--- config.mk ---
export PLATFORM = sky130hd
export DESIGN_NAME = hmac_front
export DESIGN_NICKNAME = d
export VERILOG_FILES = /design/src/rtl/hmac_pkg.sv /design/src/rtl/hmac_front.sv
export SDC_FILE = /design/constraint.sdc
export NUM_CORES = 1
export LEC_CHECK = 0
export BUFFER_PORTS_ARGS = -buffer_cell sky130_fd_sc_hd__buf_2
export CORE_ASPECT_RATIO = 1.25
export CORE_UTILIZATION = 44
export DETAILED_ROUTE_END_ITERATION = 10
export PLACE_DENSITY = 0.69
export REMOVE_ABC_BUFFERS = 1
export SYNTH_ARGS = -nofsm -noshare
export SYNTH_HDL_FRONTEND = slang
export SYNTH_SLANG_ARGS = --single-unit
--- constraint.sdc ---
create_clock -name clk_i -period 12.04 [get_ports clk_i]
set_input_delay 1.204 -clock clk_i [delete_from_list [all_inputs] [get_ports clk_i]]
set_output_delay 1.204 -clock clk_i [all_outputs]
set_load 0.03 [all_outputs]
--- src/rtl/hmac_pkg.sv ---
// Shared types, constants and functions of the HMAC-SHA256 engine.
package hmac_pkg;

  localparam int unsigned MaxMessageBytes = 4096;
  localparam int unsigned LenW = 13;
  localparam logic [7:0] IpadByte = 8'h36;
  localparam logic [7:0] OpadByte = 8'h5c;

  typedef struct packed {
    logic [63:0] data;
    logic [3:0]  nbytes;
    logic        last;
    logic        drop;
    logic        start;
  } hmac_cmd_t;

  typedef enum logic [3:0] {
    StIdle, StLoad, StIpad, StByte, StRound, StAdd, StPad, StOpad,
    StOuter, StDone
  } hmac_state_e;

  typedef enum logic [1:0] {
    BlkIpad, BlkMsg, BlkOpad, BlkOuter
  } hmac_blk_e;

  localparam logic [31:0] InitHash [8] = '{
    32'h6a09e667, 32'hbb67ae85, 32'h3c6ef372, 32'ha54ff53a,
    32'h510e527f, 32'h9b05688c, 32'h1f83d9ab, 32'h5be0cd19
  };

  localparam logic [31:0] RoundK [64] = '{
    32'h428a2f98, 32'h71374491, 32'hb5c0fbcf, 32'he9b5dba5, 32'h3956c25b, 32'h59f111f1,
    32'h923f82a4, 32'hab1c5ed5, 32'hd807aa98, 32'h12835b01, 32'h243185be, 32'h550c7dc3,
    32'h72be5d74, 32'h80deb1fe, 32'h9bdc06a7, 32'hc19bf174, 32'he49b69c1, 32'hefbe4786,
    32'h0fc19dc6, 32'h240ca1cc, 32'h2de92c6f, 32'h4a7484aa, 32'h5cb0a9dc, 32'h76f988da,
    32'h983e5152, 32'ha831c66d, 32'hb00327c8, 32'hbf597fc7, 32'hc6e00bf3, 32'hd5a79147,
    32'h06ca6351, 32'h14292967, 32'h27b70a85, 32'h2e1b2138, 32'h4d2c6dfc, 32'h53380d13,
    32'h650a7354, 32'h766a0abb, 32'h81c2c92e, 32'h92722c85, 32'ha2bfe8a1, 32'ha81a664b,
    32'hc24b8b70, 32'hc76c51a3, 32'hd192e819, 32'hd6990624, 32'hf40e3585, 32'h106aa070,
    32'h19a4c116, 32'h1e376c08, 32'h2748774c, 32'h34b0bcb5, 32'h391c0cb3, 32'h4ed8aa4a,
    32'h5b9cca4f, 32'h682e6ff3, 32'h748f82ee, 32'h78a5636f, 32'h84c87814, 32'h8cc70208,
    32'h90befffa, 32'ha4506ceb, 32'hbef9a3f7, 32'hc67178f2
  };

  function automatic logic [31:0] rotr(input logic [31:0] x, input int unsigned n);
    rotr = (x >> n) | (x << (32 - n));
  endfunction

endpackage

--- src/rtl/hmac_front.sv ---
// Front end: accepts message requests, tracks length and overflow.
module hmac_front import hmac_pkg::*; (
  input  logic        clk_i,
  input  logic        rst_ni,
  input  logic        push,
  output logic        full,
  input  logic [63:0] msg_data_i,
  input  logic [3:0]  msg_bytes_i,
  input  logic        msg_last_i,
  output logic        cmd_valid_o,
  output hmac_cmd_t   cmd_o,
  input  logic        cmd_pop_i
);

  localparam int unsigned Depth = 2;

  hmac_cmd_t   fifo_q [Depth];
  logic        wptr_q, rptr_q;
  logic [1:0]  cnt_q;
  logic [LenW-1:0] len_q;
  logic        exc_q, started_q;
  logic [3:0]  nb;
  logic [LenW:0] sum;
  logic        drop, acc;
  hmac_cmd_t   cmd;

  assign full = (cnt_q == 2'(Depth));
  assign acc = push && !full;
  assign nb = (msg_bytes_i > 4'd8) ? 4'd8 : msg_bytes_i;
  assign sum = {1'b0, len_q} + (LenW+1)'(nb);
  assign drop = exc_q || (sum > (LenW+1)'(MaxMessageBytes));

  always_comb begin
    cmd = '0;
    cmd.data = msg_data_i;
    cmd.nbytes = drop ? 4'd0 : nb;
    cmd.last = msg_last_i;
    cmd.drop = drop;
    cmd.start = !started_q;
  end

  always_ff @(posedge clk_i or negedge rst_ni) begin
    if (!rst_ni) begin
      wptr_q <= 1'b0;
      rptr_q <= 1'b0;
      cnt_q <= '0;
      len_q <= '0;
      exc_q <= 1'b0;
      started_q <= 1'b0;
    end else begin
      if (acc) begin
        wptr_q <= ~wptr_q;
        if (msg_last_i) begin
          len_q <= '0;
          exc_q <= 1'b0;
          started_q <= 1'b0;
        end else begin
          started_q <= 1'b1;
          exc_q <= drop;
          if (!drop) len_q <= sum[LenW-1:0];
        end
      end
      if (cmd_pop_i && cnt_q != 2'd0) rptr_q <= ~rptr_q;
      cnt_q <= cnt_q + 2'(acc) - 2'(cmd_pop_i && cnt_q != 2'd0);
    end
  end

  always_ff @(posedge clk_i) begin
    if (acc) fifo_q[wptr_q] <= cmd;
  end

  assign cmd_valid_o = (cnt_q != 2'd0);
  assign cmd_o = fifo_q[rptr_q];

endmodule

# [Yosys cells after proc, flatten, opt, wreduce, memory -nomap -nowiden]
# Memories as Yosys holds them, arrays and structs flattened.
# Index checks and enable logic that the tools add are counted.
[totals] register_bits=19 n_memories=1 inputBits=73 ramBits=142 wordCells=31
[classes] add_sub_neg=3 bitwise_logic=2 n_eq_ne=2 n_reduce_logical=7 magnitude_cmp=2 n_mux=8
[mem_list] name="fifo_q" depth=2 width=71 read_ports=1 rd_ports_with_merged_regs=0 write_ports=1 line="hmac_front.sv:17" source="hmac_cmd_t fifo_q [Depth];"
[op_table] cell="2-to-1 mux 13 bit" n=2
[op_table] cell="adder 13 x 4 -> 14 bit" n=1
[op_table] cell="greater-than comparator 14 x 13 -> 1 bit (second input constant)" n=1
[op_table] cell="2-to-1 mux 4 bit" n=2
[op_table] cell="greater-than comparator 4 bit (second input constant)" n=1
[op_table] cell="2-to-1 mux 1 bit" n=4
[op_table] cell="adder 2 x 1 -> 2 bit" n=1
[op_table] cell="equality test 2 bit (second input constant)" n=1
[op_table] cell="logical AND 1 bit" n=2
[op_table] cell="zero test 1 bit" n=2
[op_table] cell="inequality test 2 bit (second input constant)" n=1
[op_table] cell="NOT 1 bit" n=2
[op_table] cell="AND reduction 2 bit" n=1
[op_table] cell="nonzero test 2 bit" n=1
[op_table] cell="subtractor 2 x 1 -> 2 bit" n=1
[op_table] cell="logical OR 1 bit" n=1

# [Logic depth before layout (Yosys ltp)]
[logic_depth] depth_word=7 mapped_depth=12 ltp_nobuf=10

# [Worst setup path before layout]
# OpenSTA, ideal clock, no wires.
[synth_timing] kind="input to register" startpoint="input push" endpoint="memory fifo_q[0][0] (netlist bit) (enable)" arrival_ns=4.683 n_path_buf=2 cell_stages=4 path_slack_ns=6.856 required_time_ns=11.539 path_cell_list="nand2_1 clkbuf_1 clkbuf_1 nor2_1"
[synth_between] elab_chain_len=3
[synth_rtl] item="start, declared" line="hmac_front.sv:5" source="input logic push,"
[synth_rtl] item="logical AND 1 bit" line="hmac_front.sv:28" source="assign acc = push && !full;"
[synth_rtl] item="2-to-1 mux 1 bit" line="hmac_front.sv:69" source="if (acc) fifo_q[wptr_q] <= cmd;"
[synth_rtl] item="2-to-1 mux 1 bit (not written as such)" line="hmac_front.sv:69"
[synth_rtl] item="end, declared" line="hmac_front.sv:17"
# No other way between the ends.

# [Final worst setup path]
[layout_timing] startpoint="input msg_bytes_i[3]" endpoint="register len_q[0]"
[layout_between] elab_chain_len=7 elab_cells_between_ends=9
[layout_rtl] item="start, declared" line="hmac_front.sv:8" source="input logic [3:0] msg_bytes_i,"
[layout_rtl] item="greater-than comparator 4 bit" line="hmac_front.sv:29" source="assign nb = (msg_bytes_i > 4'd8) ? 4'd8 : msg_bytes_i;"
[layout_rtl] item="2-to-1 mux 4 bit *" line="hmac_front.sv:29"
[layout_rtl] item="adder 13 x 4 -> 14 bit *" line="hmac_front.sv:30" source="assign sum = {1'b0, len_q} + (LenW+1)'(nb);"
[layout_rtl] item="greater-than comparator 14 x 13 -> 1 bit" line="hmac_front.sv:31" source="assign drop = exc_q || (sum > (LenW+1)'(MaxMessageBytes));"
[layout_rtl] item="logical OR 1 bit" line="hmac_front.sv:31"
[layout_rtl] item="inequality test 2 bit (no source line)"
[layout_rtl] item="AND reduction 2 bit (no source line)"
[layout_rtl] item="end signal, assigned" line="hmac_front.sv:60" source="if (!drop) len_q <= sum[LenW-1:0];"
[layout_rtl] item="end, declared" line="hmac_front.sv:20" source="logic [LenW-1:0] len_q;"
# Every way passes the cells marked *; elsewhere a longest branch is shown, timed or not. The select of a mux whose other input is x is not followed.
# A chain may end at the register's enable or synchronous reset.

==> summary.txt <==
die area -> 15260 sq um
Startpoint Class -> input pin
Inst Count DP -> 688
Nets -> 609
most frequent cells in the layout -> buf_2 (145), edfxtp_1 (142), mux2_2 (71)
WHS -> 0.4893 ns
Multi-input gate area -> 1665 sq um
Final GP Congestion -> 0.9202
# rows -> 49
DP Area -> 7403 sq um
fin area -> 7951 sq um
DRT Pass-1 Iters -> 4
slew margin rel. -> 0.1551
WL per Instance -> 17.23 microns
synth unique cells -> 54
CP Max Fanout -> 31
DP HPWL -> 8085 microns
Avg Cell Area, Syn -> 17.14 sq um
n_diodes -> 0
Max Fclk -> 0.2355 GHz
initial antenna violation count -> 0
H-tree depth -> 4
DIE HEIGHT -> 137.9 microns
Worst Hold Launch -> started_q
Crit Path Category -> in -> reg
Root Buffer -> clkbuf_16
CTS tree -> yes
max-cap violations -> 0
Clock Sink Count -> 161
synth-to-layout area growth -> 22.38%
Tcrit/Tclk final -> 0.3527
WHS Endpoint -> started_q
crit path DAT -> 4.55 ns
register area -> 4741 sq um
final wirelength -> 12410 microns
IO Count -> 146
Synth Register Bits -> 161
setup slack, reg-to-reg -> 8.39 ns
Pleak -> 3.050 nW
Warnings, synthesis -> 0
Syn Std Cell Area -> 6497 sq um
Worst-Margin Slew -> 1.267 ns
Fin. Hold Viols -> 0
Post-synth EDFFs -> 142
Layout fillers -> 1140
final worst path period need -> 4.247 ns
Final ANT Viol Nets -> 0
Residual DRC -> 0
Post-CTS Resized -> 0
setup_tns -> 0 ns
RSZ-0062 raised after global routing -> no
Final Non-Filler Cells -> 720
outcome -> complete, no violations
capturing element type of the critical path -> register
CTS buffer count -> 17
Skew-Pair Late Insertion Delay -> 0.42 ns
WP data required -> 12.35 ns
Final Core Density -> 0.5519
worst reg2reg startpoint -> len_q[0]
layout cells sized above 1 -> 0.4742
DIE WIDTH -> 110.7 microns
most common cell after layout, fill and taps aside -> buf_2
vias in the first global route -> 3858
Slew Limit Fails -> 0
Top FF cell, synth -> edfxtp_1
Congestion Overflow GR -> 0
largest net degree at the start of global routing -> 72
Syn Inst Count -> 379
Initial Utilization -> 0.4510
area of the core -> 14410 sq um
GRT Util Overall -> 0.1639
hold depth -> 2
cts hold-fix bufs -> 0
Worst VDD drop -> 0.0002163 V
HP Class -> reg -> reg
Async S/R FF share, synth -> 0.1180
port bufs -> 145
post-synthesis sequential area ratio -> 0.7294
initial DRC count -> 195
first-pass GRT wire length -> 18970 microns
r2r endpoint -> len_q[0]
Vias -> 3800
Setup Skew -> 0.009013 ns
Clock transition at path regs -> 0.06 ns
setup violators final -> 0
R2R cell count -> 9
vias per cell -> 5.278
Clock Path Buffers -> 2
postcts setup bufs -> 0
Power Density -> 254.4 nW/um^2
==> worst max-delay path by stage <==
stage | end | startpoint | slack (ns)
finish | len_q[0] | msg_bytes_i[3] | 7.79
CTS | len_q[0] | msg_bytes_i[3] | 7.80
floorplan | fifo_q[0][0] | push | 6.95
global route | len_q[1] | msg_bytes_i[3] | 7.48
detailed placement | len_q[0] | msg_bytes_i[3] | 7.35
global placement | len_q[0] | msg_bytes_i[0] | 7.52
==> synth_stat cells, drive strengths merged (4+ instances only) <==
cell / count / share of area
buf: 4 / 0.0040
nand2: 16 / 0.0092
mux2: 71 / 0.12
edfxtp: 142 / 0.66
a21oi: 5 / 0.0056
xnor2: 4 / 0.0054
inv: 9 / 0.0052
nand3: 11 / 0.0085
clkbuf: 12 / 0.0069
or4: 6 / 0.0069
ha: 6 / 0.012
o211ai: 5 / 0.0058
nor2: 8 / 0.0046
dfrtp: 19 / 0.073
==> cell type report <==
cell class              count  share of cell area
inverters                   9            0.004249
multi-input cells         193              0.2094
clock inverters            14             0.01495
well taps                 178             0.02801
flip-flops and latches    161              0.5962
clock buffers              18             0.05397
repair buffers            147             0.09315
==> report_power, final <==
group          internal, mW  switching (mW)  total (mW)
Clock                 0.271           0.225       0.495
Sequential            0.761          0.0527       0.814
Combinational         0.245           0.469       0.714
==> metrics by stage <==
step                      setup slack (ns)  total power [mW]
after floorplan                      6.952             1.347
after global placement               7.525             1.529
after detailed placement             7.355             1.549
after CTS                            7.805             2.048
after global routing                 7.482             2.118
final                                7.793             2.023
==> kinds of logic after synthesis <==
family | synth area share
flip-flops | 0.7294
multiplexers | 0.1246
AO/OA/AOI/OAI | 0.04776
XOR/XNOR | 0.008088
AND/OR/NAND/NOR | 0.05931
buffers and inverters | 0.01617
adder cells (fa/ha/maj) | 0.01463
==> worst max-delay path, stage by stage <==
cell and delay (ns):
buf_2 0.16, nor2b_1 0.07, ha_1 0.21, fa_1 0.43
a211oi_1 0.42, nor2_1 0.20, a22o_1 0.25, o2111a_1 0.15
a21oi_2 0.98, nor4b_1 0.11, a311o_1 0.36
==> state kept, by name, summed over array words and instances, names as in the netlist <==
name,cells
exc_q,1
rptr_q,1
cnt_q,2
wptr_q,1
fifo_q,142
started_q,1
len_q,13
==> layer usage <==
metal  GRT usage  share of wire  vias up
met2      0.2843           0.51      110
met3     0.04983          0.051       22
met1      0.1911           0.42     1876
met5           0              0        -
li1            -              -     1792
met4     0.06593          0.018        0
Note: power is estimated with default switching activity, not from simulation.
